File: src/sv/rswn_ram.sv
// ----------------------------------------------------------------------------
// rswn_ram
// Generic single-write, single-read RAM with a registered read port.
// ----------------------------------------------------------------------------
module rswn_ram #(
   parameter int WIDTH = 8,
   parameter int DEPTH = 64
) (
   input  logic                     clock,
   input  logic                     wr_en,
   input  logic [$clog2(DEPTH)-1:0] wr_addr,
   input  logic [WIDTH-1:0]         wr_data,
   input  logic [$clog2(DEPTH)-1:0] rd_addr,
   output logic [WIDTH-1:0]         rd_data
);

   logic [WIDTH-1:0] mem [DEPTH];

   // Write port
   always_ff @(posedge clock) begin
      if (wr_en) begin
         mem[wr_addr] <= wr_data;
      end
   end

   // Registered read port
   always_ff @(posedge clock) begin
      rd_data <= mem[rd_addr];
   end

endmodule

File: config.mk
export PLATFORM = sky130hd
export DESIGN_NAME = rswn_ram
export DESIGN_NICKNAME = d
export VERILOG_FILES = /design/src/sv/rswn_ram.sv
export SDC_FILE = /design/constraint.sdc
export NUM_CORES = 1
export LEC_CHECK = 0
export ABC_AREA = 1
export BUFFER_PORTS_ARGS = -buffer_cell sky130_fd_sc_hd__buf_2
export CAP_MARGIN = 0
export CELL_PAD_IN_SITES_DETAIL_PLACEMENT = 0
export CELL_PAD_IN_SITES_GLOBAL_PLACEMENT = 1
export CORE_UTILIZATION = 58
export CTS_BUF_LIST = sky130_fd_sc_hd__clkbuf_4 sky130_fd_sc_hd__clkbuf_8
export CTS_CLUSTER_SIZE = 8
export DETAILED_ROUTE_END_ITERATION = 8
export PLACE_DENSITY = 0.84
export SLEW_MARGIN = 20
export SYNTH_ARGS = -nofsm -noshare
export SYNTH_HDL_FRONTEND = slang
export SYNTH_SLANG_ARGS = --single-unit
File: constraint.sdc
create_clock -name clock -period 2.75 [get_ports clock]
set_input_delay 0.1375 -clock clock [delete_from_list [all_inputs] [get_ports clock]]
set_output_delay 0.1375 -clock clock [all_outputs]
set_load 0.05 [all_outputs]
==> results of run 1 <==
state kept, by name (all words and copies together), names as in the netlist:
register and count:
rd_data 8, mem 512
worst max path at each step:
stage | slack (ns) | from | endpoint | cells after the start
finish | 1.09 | wr_addr[2] | mem[32][7]$_DFFE_PP_ | 4
global route | 1.07 | wr_addr[2] | mem[32][7]$_DFFE_PP_ | 4
CTS | 1.20 | wr_addr[0] | mem[8][3]$_DFFE_PP_ | 4
detailed placement | 0.53 | wr_addr[0] | mem[0][7]$_DFFE_PP_ | 4
global placement | 0.57 | wr_addr[1] | mem[37][4]$_DFFE_PP_ | 4
floorplan | 0.85 | wr_en | mem[48][0]$_DFFE_PP_ | 3
worst max-delay path, delay by kind of cell:
family        cells  cell delay [ns]
simple gates      2             1.40
buf+inv           2             0.37
synth_stat cells (9+ instances only):
| master | instances | area share [%] |
|---|---|---|
| nand2_1 | 648 | 11 |
| edfxtp_1 | 512 | 72 |
| nand3_1 | 439 | 10 |
| nor2_1 | 56 | 0.99 |
| buf_2 | 37 | 0.87 |
| buf_6 | 35 | 1.8 |
| clkbuf_1 | 15 | 0.26 |
| buf_4 | 14 | 0.49 |
| buf_1 | 10 | 0.18 |
| inv_1 | 10 | 0.18 |
| nand4_1 | 9 | 0.26 |
final cells by class:
| cell class | instances | area [um^2] |
|---|---|---|
| Sequential cell | 520 | 15530 |
| Fill cell | 2767 | 12370 |
| Multi-Input combinational cell | 1160 | 4946 |
| Clock buffer | 122 | 1473 |
| Timing Repair Buffer | 106 | 847.1 |
| Tap cell | 461 | 576.8 |
| Clock inverter | 23 | 112.6 |
| Inverter | 12 | 52.55 |
| Antenna cell | 1 | 2.502 |
where the power goes:
part / internal (mW) / switching (mW) / total, mW
combinational: 0.267 / 0.810 / 1.08
clock: 3.42 / 2.92 / 6.33
sequential: 8.78 / 0.0276 / 8.80
layer usage:
metal,track usage [%],share of wire [%]
met1,39.31,42
met3,5.131,7.9
met4,9.671,2.6
met2,45.26,48
met5,0,0
timing repair:
action,4_1_cts,5_1_grt
hold buffers,1,0
gates resized for setup,0,0
hold endpoints to repair,8,0
cells by family (layout without fill, tap and decap cells):
| family | after synthesis | in the layout | share of synthesized area [%] |
|---|---|---|---|
| and+or+nand+nor | 1160 | 1160 | 23.18 |
| buffers and inverters | 125 | 263 | 4.022 |
| other | 0 | 1 | 0 |
| DFF | 520 | 520 | 72.80 |
through the flow:
step                utilization, %  hold slack [ns]  instances  setup slack, ns  power (mW)
detailed placement           61.11           0.4853       2258           0.5256       10.04
floorplan                        -           0.2364       1805           0.8464       9.626
CTS                          65.55          0.04669       2404            1.198       16.29
finish                       65.56          0.05783       2405            1.091       16.21
global placement             61.11           0.4797       2258           0.5652       10.02
global route                 65.56          0.04657       2405            1.065       16.71
==> key figures, run 1 <==
Logic synthesis
  • Mapped Nets: ~1800
  • Syn_area_per_cell: 11.82 um^2
  • Number of flops mapped to enable cells by yosys: 512
  • Syn Std Cell Area: 0.02134 mm^2
  • Sequential area share after synthesis: 72.80%
  • Post-synthesis cell type count: 16
  • Mapped Cells: 1805
  • Yosys warning count: 0
  • Synth Register Bits: 520
  • Main synth FF type: edfxtp_1
  • Asr flop ratio synth: 0%

Global routing
  • Largest net degree at the start of global routing: roughly 120
  • Vias in the first global route: 13390
  • Grt ovf: 0
  • First-pass GRT wire length: 79420 um
  • Total track usage: ~28%
  • Initial antenna violation count: 1

STA
  • # setup viols final: 0
  • Clk_skew: 0.01671 ns
  • Max Clk Rate: 602.7 MHz
  • TNS Setup: 0 ns
  • Tightest Pin Transition: 0.8500 ns
  • Final Max Slew Viols: 0
  • RSZ-0062 raised after global routing: no
  • Max-slew headroom: 43.13%
  • Tcrit/Tclk final: 60.34%
  • Tmin final: 1.659 ns
  • Final Hold Violating Endpoints: 0

Run
  • Max_cap viols: 0

Worst hold path
  • Worst min path class: in -> reg
  • WHS Path Cells: 1
  • Hold Startpoint: wr_data[4]
  • Endpoint of the worst hold path: mem[17][4]$_DFFE_PP_

Cells and area
  • Fin area: roughly 0.024 mm^2
  • Commonest cells after routing, fill and taps aside: nand2_1 (648), edfxtp_1 (512), nand3_1 (439), clkbuf_8 (89), buf_4 (68)
  • Most common cell after layout, fill and taps aside: nand2_1
  • Share of cells above drive strength 1: about 12%
  • Layout area overhead: 10.34%
  • Net count reported at finish: around 1900

Routing
  • Avg WL per Cell: 21.61 um
  • Total via count in the routed design: 13940
  • Routed wire length: 51980 um
  • Vias per inst: just under 6
  • Drt pass-1 iters: 5
  • Final ANT Viol Nets: 0
  • Drt drc: 0
  • Initial DRC Count: 1530

CTS
  • Clock-pin transition on the worst setup and hold timing paths: 0.05 ns
  • CTS buffer count: 84
  • CTS tree: yes
  • Setup Buffers After CTS: 0
  • Clk_lat worst skew: 0.63 ns
  • H-tree levels: 3
  • Clock Tree Buf Depth: 3
  • Clock Sinks: between 500 and 600
  • Root Buffer: clkbuf_8

Power
  • Leak pwr: between 8 and 9 nW
  • PD cells: 688.7 mW/mm^2
  • Worst VDD drop: roughly 0.00051 V

Placement
  • Dpl hpwl: 30410 um
  • I/O Buffers: 29
  • Area post-placement: 0.02195 mm^2
  • GPL Wtd Cong: 0.8648

Floorplanning
  • Core Area: between 0.03 and 0.04 mm^2
  • Initial Utilization: 59.42%
  • Die W: 193.8 um
  • Num ports: 30
  • Overall die height: 193.8 um
  • DIE AREA: 0.03756 mm^2
  • Rows: approximately 70

Critical path
  • Startpoint types: input port
  • Reg2reg end: rd_data[1]$_DFF_P_
  • Worst Path Max Fanout: 9
  • Critical-path top delay cell: nor2_1
  • Worst path max stage delay: 0.78 ns
  • Worst EP required: 3.01 ns
  • Worst setup path category: in -> reg
  • Worst path cell trace: buf_2, inv_1, nand4_1, nor2_1
  • FF-to-FF setup slack: 1.41 ns
  • Critical Path Sink Type: flip-flop
  • Worst Path Arrival: 1.92 ns
  • Worst reg2reg startpoint: mem[27][1]$_DFFE_PP_
  • R2R depth: 8

Run status
  • Status: completed
Note: power is estimated with default switching activity, not from simulation.
==> inputs of run 2 (changes only) <==
ABC_AREA = 0   (was 1)
PLACE_DENSITY = 0.78   (was 0.84)
clock period = 1.64 ns   (was 2.75 ns; I/O delays follow)
==> run 2 against run 1 <==
The flow now finishes with violations (setup timing). Area after synthesis fell by 5.5%. Final cell count down 30%. Core utilization is 4.4 points higher. Final area grew 0.63%. Combinational power rose by 54%. Register-to-register slack lost 1.7 ns. Worst setup slack lost 1.3 ns. First-iteration DRC count is 32% lower. Critical path depth grew 1. Critical path type is now reg -> reg.
==> key figures, run 2 <==
Power
  • Switching Share: 21.06% (-2.1 points)
  • PD cells: 1123 mW/mm^2 (+63%)
  • Clock power frac: 38.3% (-0.8 points)
  • Worst VDD drop: 0.0005983 V (+17%)
  • Flop pwr share: 55.5% (+1.2 points)
  • Power Internal: 20.99 mW (+68%)
  • Comb pwr share: 6.2% (-0.4 points)
  • Leak pwr: 7.834 nW (-9.3%)
  • Psw: 5.601 mW (+49%)

STA
  • Final Hold Violating Endpoints: 0 (unchanged)
  • Max Clk Rate: between 500 and 600 MHz
  • Tightest Pin Transition: 0.7395 ns (-0.1104 ns)
  • Clk_skew: 0.02310 ns (+0.006388 ns)
  • Final WS setup: -0.2591 ns (-1.350 ns)
  • Tcrit/Tclk final: 115.8%
  • Max-slew headroom: 50.70% (+7.6 points)
  • RSZ-0062 raised after global routing: yes
  • TNS Setup: -1.209 ns (-1.209 ns)
  • Tmin final: 1.899 ns
  • # setup viols final: 8 (+8)
  • Final Max Slew Viols: 0 (unchanged)

CTS
  • Clock Sinks: 520 (unchanged)
  • H-tree levels: 3 (unchanged)
  • Clock-pin transition on the worst setup and hold timing paths: 0.06 ns (about the same)
  • Root Buffer: clkbuf_8
  • Clk_lat worst skew: 0.61 ns (-0.02 ns)
  • Clock Tree Buf Depth: 3 (unchanged)
  • CTS tree: yes
  • CTS buffer count: 81 (-3.6%)

Critical path
  • Critical Path Sink Type: flip-flop
  • Most used cell along the critical path: mux4_2
  • Worst path cell trace: mux4_2, mux4_2, nor2_4, nor3_2, o2bb2ai_2
  • Worst path max stage delay: 0.58 ns (-0.20 ns)
  • Startpoint types: flip-flop
  • Worst Path Max Fanout: 1 (-8)
  • Worst EP required: 2.13 ns (-0.88 ns)
  • Critical path's top delay family: multiplexers
  • Worst setup path category: reg -> reg
  • Worst Path Arrival: 2.39 ns (+0.47 ns)
  • Critical-path top delay cell: mux4_2
  • Buf/Inv on CP: 0 (-2)

Logic synthesis
  • Post-synth top cells: edfxtp_1 (512), mux4_2 (126), nor2_1 (83)
  • Post-synthesis cell type count: 40 (+24)
  • Synth top area cells: edfxtp_1 (76%), mux4_2 (14%), nor2_1 (1.5%)
  • Mapped Nets: 962 (-47%)
  • Number of flops mapped to enable cells by yosys: 512 (unchanged)
  • Mapped Cells: 940 (-48%)
  • Main synth FF type: edfxtp_1
  • Post-synth top area cell: edfxtp_1
  • Count leader, synth: edfxtp_1
  • Asr flop ratio synth: 0% (unchanged)
  • Synth Register Bits: 520 (unchanged)
  • Yosys warning count: 0 (unchanged)
  • Sequential area share after synthesis: 77.03% (+4.2 points)
  • Syn Std Cell Area: 0.02017 mm^2 (-5.5%)
  • Share of the synthesized area in the top cell type: 76.24% (+4.2 points)
  • Syn_area_per_cell: 21.45 um^2 (+81%)

Run status
  • Status: complete, but fails checks
  • Failing checks: setup timing

Global routing
  • Initial antenna violation count: 2 (+1)
  • First-pass GRT wire length: 66650 um (-16%)
  • Grt ovf: 0 (unchanged)
  • Largest net degree at the start of global routing: 65 (-45%)
  • Vias in the first global route: 10470 (-22%)
  • Total track usage: 26.18% (-2.1 points)

Placement
  • Area post-placement: 0.02205 mm^2 (+0.46%)
  • I/O Buffers: 29 (unchanged)
  • Dpl hpwl: 28890 um (-5.0%)
  • GPL Wtd Cong: 0.8180 (-5.4%)

Cells and area
  • Largest Register: mem
  • Max FFs per register: 512 (unchanged)
  • FILL cells: 2096 (-24%)
  • Most common cell after layout, fill and taps aside: edfxtp_1
  • Top Registers: mem (512), rd_data (8)
  • Fin area: 0.02369 mm^2 (+0.63%)
  • Layout area overhead: 17.48%
  • Net count reported at finish: 1197 (-37%)
  • Commonest cells after routing, fill and taps aside: edfxtp_1 (512), buf_4 (158), mux4_2 (126), clkbuf_8 (86), nor2_1 (80)
  • Share of cells above drive strength 1: 38.66% (+26 points)

Routing
  • Drt pass-1 iters: 7 (+2)
  • Drt drc: 0 (unchanged)
  • Vias per inst: 6.130 (+5.7%)
  • Total via count in the routed design: 10260 (-26%)
  • Final ANT Viol Nets: 0 (unchanged)
  • Avg WL per Cell: 26.61 um (+23%)
  • Initial DRC Count: 1033 (-32%)
  • Routed wire length: 44510 um (-14%)

Floorplanning
  • Core Area: 0.03387 mm^2 (-5.7%)
  • Die W: 188.5 um (-2.8%)
  • DIE AREA: 0.03552 mm^2 (-5.4%)
  • Num ports: 30 (unchanged)
  • Overall die height: 188.5 um (-2.8%)
  • Rows: 67 (-2.9%)
  • Initial Utilization: 59.55% (+0.13 points)

Run
  • Max_cap viols: 0 (unchanged)

Worst hold path
  • Worst min path class: in -> reg
==> run 2: cell count changes in the layout (fill, tap and decap cells not counted), sizes merged, moves of 8 or more <==
cell    previous run  this run
buf              105       196
clkinv            18         9
inv               13         0
mux2               0        13
mux2i              0        23
mux4               0       126
nand2            648        19
nand3            439        13
nor2              56        83
nor2b              0        14
o221ai             0         8
o22ai              0         8
==> run 2: final timing paths <==
check	start	to	slack (ns)	cells after the start
max reg2reg	mem[7][1]$_DFFE_PP_	rd_data[1]$_DFF_P_	-0.26	5
max	mem[7][1]$_DFFE_PP_	rd_data[1]$_DFF_P_	-0.26	5
min reg2reg	mem[6][7]$_DFFE_PP_	rd_data[7]$_DFF_P_	0.85	4
min	wr_data[7]	mem[59][7]$_DFFE_PP_	0.05	1
==> run 2: power by group through the flow <==
stage                     sequential (mW)  combinational, mW  clock, mW
final                                14.8               1.66       10.2
after global routing                 14.8               1.76       10.9
after CTS                            14.8               1.65       10.3
after detailed placement             15.0               1.62          0
after global placement               15.0               1.59          0
after floorplan                      15.1              0.801          0
==> run 2: layout make-up <==
cell class              count  area [um^2]  share of cell area, %
flip-flops and latches    520        15530                  65.57
multi-input cells         369         4420                  18.66
repair buffers            203         1675                  7.071
clock buffers             116         1403                  5.920
well taps                 448        560.5                  2.366
clock inverters            13        88.84                 0.3749
diodes                      4        10.01                0.04225
==> run 2: logic make-up after synthesis <==
family / Yosys count / synth area share, %
flip-flops: 520 / 77.03
buffers and inverters: 51 / 1.570
AO/OA/AOI/OAI: 54 / 2.072
AND/OR/NAND/NOR: 153 / 3.387
multiplexers: 162 / 15.94
==> run 2: timing repair <==
action,4_1_cts,5_1_grt
setup buffers,0,0
endpoints found under the setup margin,8,8
hold buffers,4,2
endpoints found under the hold margin,10,2
gates resized for setup,14,6
pin swaps,4,2
==> run 2: per-stage QoR <==
stage / total power [mW] / util, % / hold WS [ns] / setup WS [ns] / instances
finish: 26.60 / 69.96 / 0.04930 / -0.2591 / 1673
detailed placement: 16.66 / 65.10 / 0.5268 / -0.5321 / 1535
global placement: 16.62 / 65.10 / 0.5230 / -0.5082 / 1535
CTS: 26.75 / 69.77 / -0.04526 / -0.2742 / 1667
global route: 27.43 / 69.94 / 0.04164 / -0.2856 / 1671
floorplan: 15.91 / - / 0.1809 / -0.01043 / 940
==> run 2: metal layers <==
layer	global-route usage, %	up-vias	part of all wire [%]	wire length (um)
li1	-	4398	-	-
met1	37.10	5374	42	18710
met2	41.35	422	49	21590
met3	6.351	62	7.6	3388
met4	7.103	0	1.9	828
met5	0	-	0	0
==> run 2: worst register-to-register path, stage by stage (launching register included) <==
cell and delay [ns]:
edfxtp_1 0.37, mux4_2 0.49, mux4_2 0.58, nor2_4 0.16, nor3_2 0.05, o2bb2ai_2 0.13
==> inputs of run 3 (changes only) <==
CORE_ASPECT_RATIO = 1.75   (was unset)
SETUP_SLACK_MARGIN = 0.3   (was unset)
==> run 3 against run 2 <==
The flow finishes with violations (hold timing, setup timing). Wire length up 5.3%. Global-route usage increased by 1.9 points. Total power is 2.4% lower. Sequential power about the same. Worst setup slack improved by 0.075 ns. Clock power shrank 8%. Worst hold slack got worse by 0.072 ns. Final cell count shrank 3.0%. Non-clock buffer count shrank 37. Critical path depth down 1. Sequential share of layout area decreased by 0.70 points. Maximum frequency is 4.1% higher.
==> key figures, run 3 (synthesis gave the netlist of run 2 again) <==
Run status
  • Status: complete, but fails checks
  • Failing checks: hold timing, setup timing

Power
  • Worst VDD drop: 0.0007213 V (+21%)
  • Leak pwr: 7.651 nW (-2.3%)
  • PD cells: 1084 mW/mm^2 (-3.4%)
  • Post-layout power: 25.96 mW (-2.4%)

Cells and area
  • FILL cells: 2144 (+2.3%)
  • Fin cells: 1623 (-3.0%)
  • Largest Register: mem
  • Max FFs per register: 512 (unchanged)
  • Most common cell after layout, fill and taps aside: edfxtp_1
  • Share of cells above drive strength 1: 42.60% (+3.9 points)
  • Multi-input gate area: 0.004916 mm^2 (+11%)
  • FF/Latch Area: 0.01553 mm^2 (unchanged)
  • Commonest cells after routing, fill and taps aside: edfxtp_1 (512), mux4_2 (126), buf_4 (113), clkbuf_8 (81), nor2_4 (45)
  • Top Registers: mem (512), rd_data (8)
  • Layout area overhead: 18.76%
  • Net count reported at finish: 1155 (-3.5%)
  • Fin area: 0.02395 mm^2 (+1.1%)

STA
  • Tmin final: 1.824 ns (-0.07532 ns)
  • TNS Setup: -1.067 ns (+0.1415 ns)
  • Clk_skew: 0.01574 ns (-0.007359 ns)
  • Max-slew headroom: 50.60% (-0.10 points)
  • Final Max Slew Viols: 0 (unchanged)
  • Final Hold Violating Endpoints: 1 (+1)
  • Hold Slack: -0.02244 ns (-0.07173 ns)
  • Max Clk Rate: 548.3 MHz (+4.1%)
  • RSZ-0062 raised after global routing: yes
  • Tightest Pin Transition: 0.7343 ns (-0.005277 ns)
  • Final WS setup: -0.1838 ns (+0.07532 ns)
  • Tcrit/Tclk final: 111.2% (-4.6 points)
  • # setup viols final: 8 (unchanged)

Floorplanning
  • DIE AREA: 0.03555 mm^2 (about the same)
  • Core Area: 0.03435 mm^2 (+1.4%)
  • Die W: 143.0 um (-24%)
  • Rows: 90 (+34%)
  • Overall die height: 248.7 um (+32%)
  • Num ports: 30 (unchanged)
  • Initial Utilization: 58.72% (-0.83 points)

Global routing
  • Initial antenna violation count: 1 (-1)
  • First-pass GRT wire length: 68840 um (+3.3%)
  • Grt ovf: 0 (unchanged)
  • Total track usage: 28.09% (+1.9 points)
  • Largest net degree at the start of global routing: 65 (unchanged)
  • Vias in the first global route: 10990 (+4.9%)

Placement
  • Area post-placement: 0.02244 mm^2 (+1.8%)
  • I/O Buffers: 29 (unchanged)
  • Dpl hpwl: 31040 um (+7.5%)
  • GPL Wtd Cong: 0.8337 (+1.9%)
  • Placed cells: 1509 (-1.7%)

Routing
  • Total via count in the routed design: 10040 (-2.1%)
  • Initial DRC Count: 886 (-14%)
  • Drt pass-1 iters: 5 (-2)
  • Drt drc: 0 (unchanged)
  • Final ANT Viol Nets: 0 (unchanged)
  • Routed wire length: 46870 um (+5.3%)
  • Vias per inst: 6.188 (+0.94%)
  • Avg WL per Cell: 28.88 um (+8.5%)

Critical path
  • Worst EP required: 2.13 ns (about the same)
  • FF-to-FF setup slack: -0.18 ns (+0.08 ns)
  • Worst Path Max Fanout: 1 (unchanged)
  • Worst setup path category: reg -> reg
  • Critical Path Sink Type: flip-flop
  • Startpoint types: flip-flop
  • Worst Path Arrival: 2.32 ns (-0.07 ns)

CTS
  • Clock Sinks: 520 (unchanged)
  • Setup Buffers After CTS: 0 (unchanged)
  • H-tree levels: 3 (unchanged)
  • Clock Tree Buf Depth: 3 (unchanged)
  • CTS tree: yes
  • Root Buffer: clkbuf_8
  • Clock-pin transition on the worst setup and hold timing paths: 0.06 ns (about the same)
  • CTS buffer count: 76 (-6.2%)
  • Clk_lat worst skew: 0.62 ns (about the same)

Worst hold path
  • Worst min path class: in -> reg

Run
  • Max_cap viols: 0 (unchanged)
==> run 3: worst paths after layout <==
| kind | endpoint | startpoint | cells past startpoint |
|---|---|---|---|
| hold / removal | rd_data[7]$_DFF_P_ | rd_addr[5] | 5 |
| setup reg to reg | rd_data[3]$_DFF_P_ | mem[35][3]$_DFFE_PP_ | 4 |
| hold reg to reg | rd_data[4]$_DFF_P_ | mem[30][4]$_DFFE_PP_ | 3 |
| setup / recovery | rd_data[3]$_DFF_P_ | mem[35][3]$_DFFE_PP_ | 4 |
==> run 3: what timing repair did <==
action	in CTS	in global routing
endpoints found under the hold margin	49	4
gates resized for setup	21	13
endpoints found under the setup margin	14	9
pin swaps	4	1
hold buffers	2	4
==> run 3: layer usage <==
metal | part of all wire (%) | track usage [%] | vias to the layer above
li1 | - | - | 4302
met1 | 35 | 32.19 | 5277
met2 | 55 | 49.80 | 364
met3 | 5.5 | 4.987 | 100
met4 | 4.6 | 14.35 | 0
met5 | 0 | 0 | -
==> run 3: final cells by class <==
cell class	instances	area share, %
clock buffers	102	5.287
repair buffers	166	6.755
diodes	1	0.01045
multi-input cells	369	20.53
clock inverters	5	0.1515
well taps	460	2.403
flip-flops and latches	520	64.87
==> run 3: metrics by stage <==
step                utilization [%]  setup slack [ns]
global route                  69.73           -0.2270
CTS                           69.40           -0.1880
finish                        69.73           -0.1838
detailed placement            65.33           -0.4966
global placement              65.32           -0.4899
floorplan                         -          -0.01021
==> run 3: critical path: stages (launching register included) <==
cell and delay, ns:
edfxtp_1 0.37, mux4_2 0.53, mux4_2 0.52, o21ai_2 0.18
o41ai_1 0.10
==> run 3: where the power goes <==
group          internal [mW]  leakage, nW  switching (mW)
logic                  0.753         2.29            1.07
registers               14.7         4.67          0.0381
clock network           4.91        0.687            4.48
total                   20.4         7.65            5.59
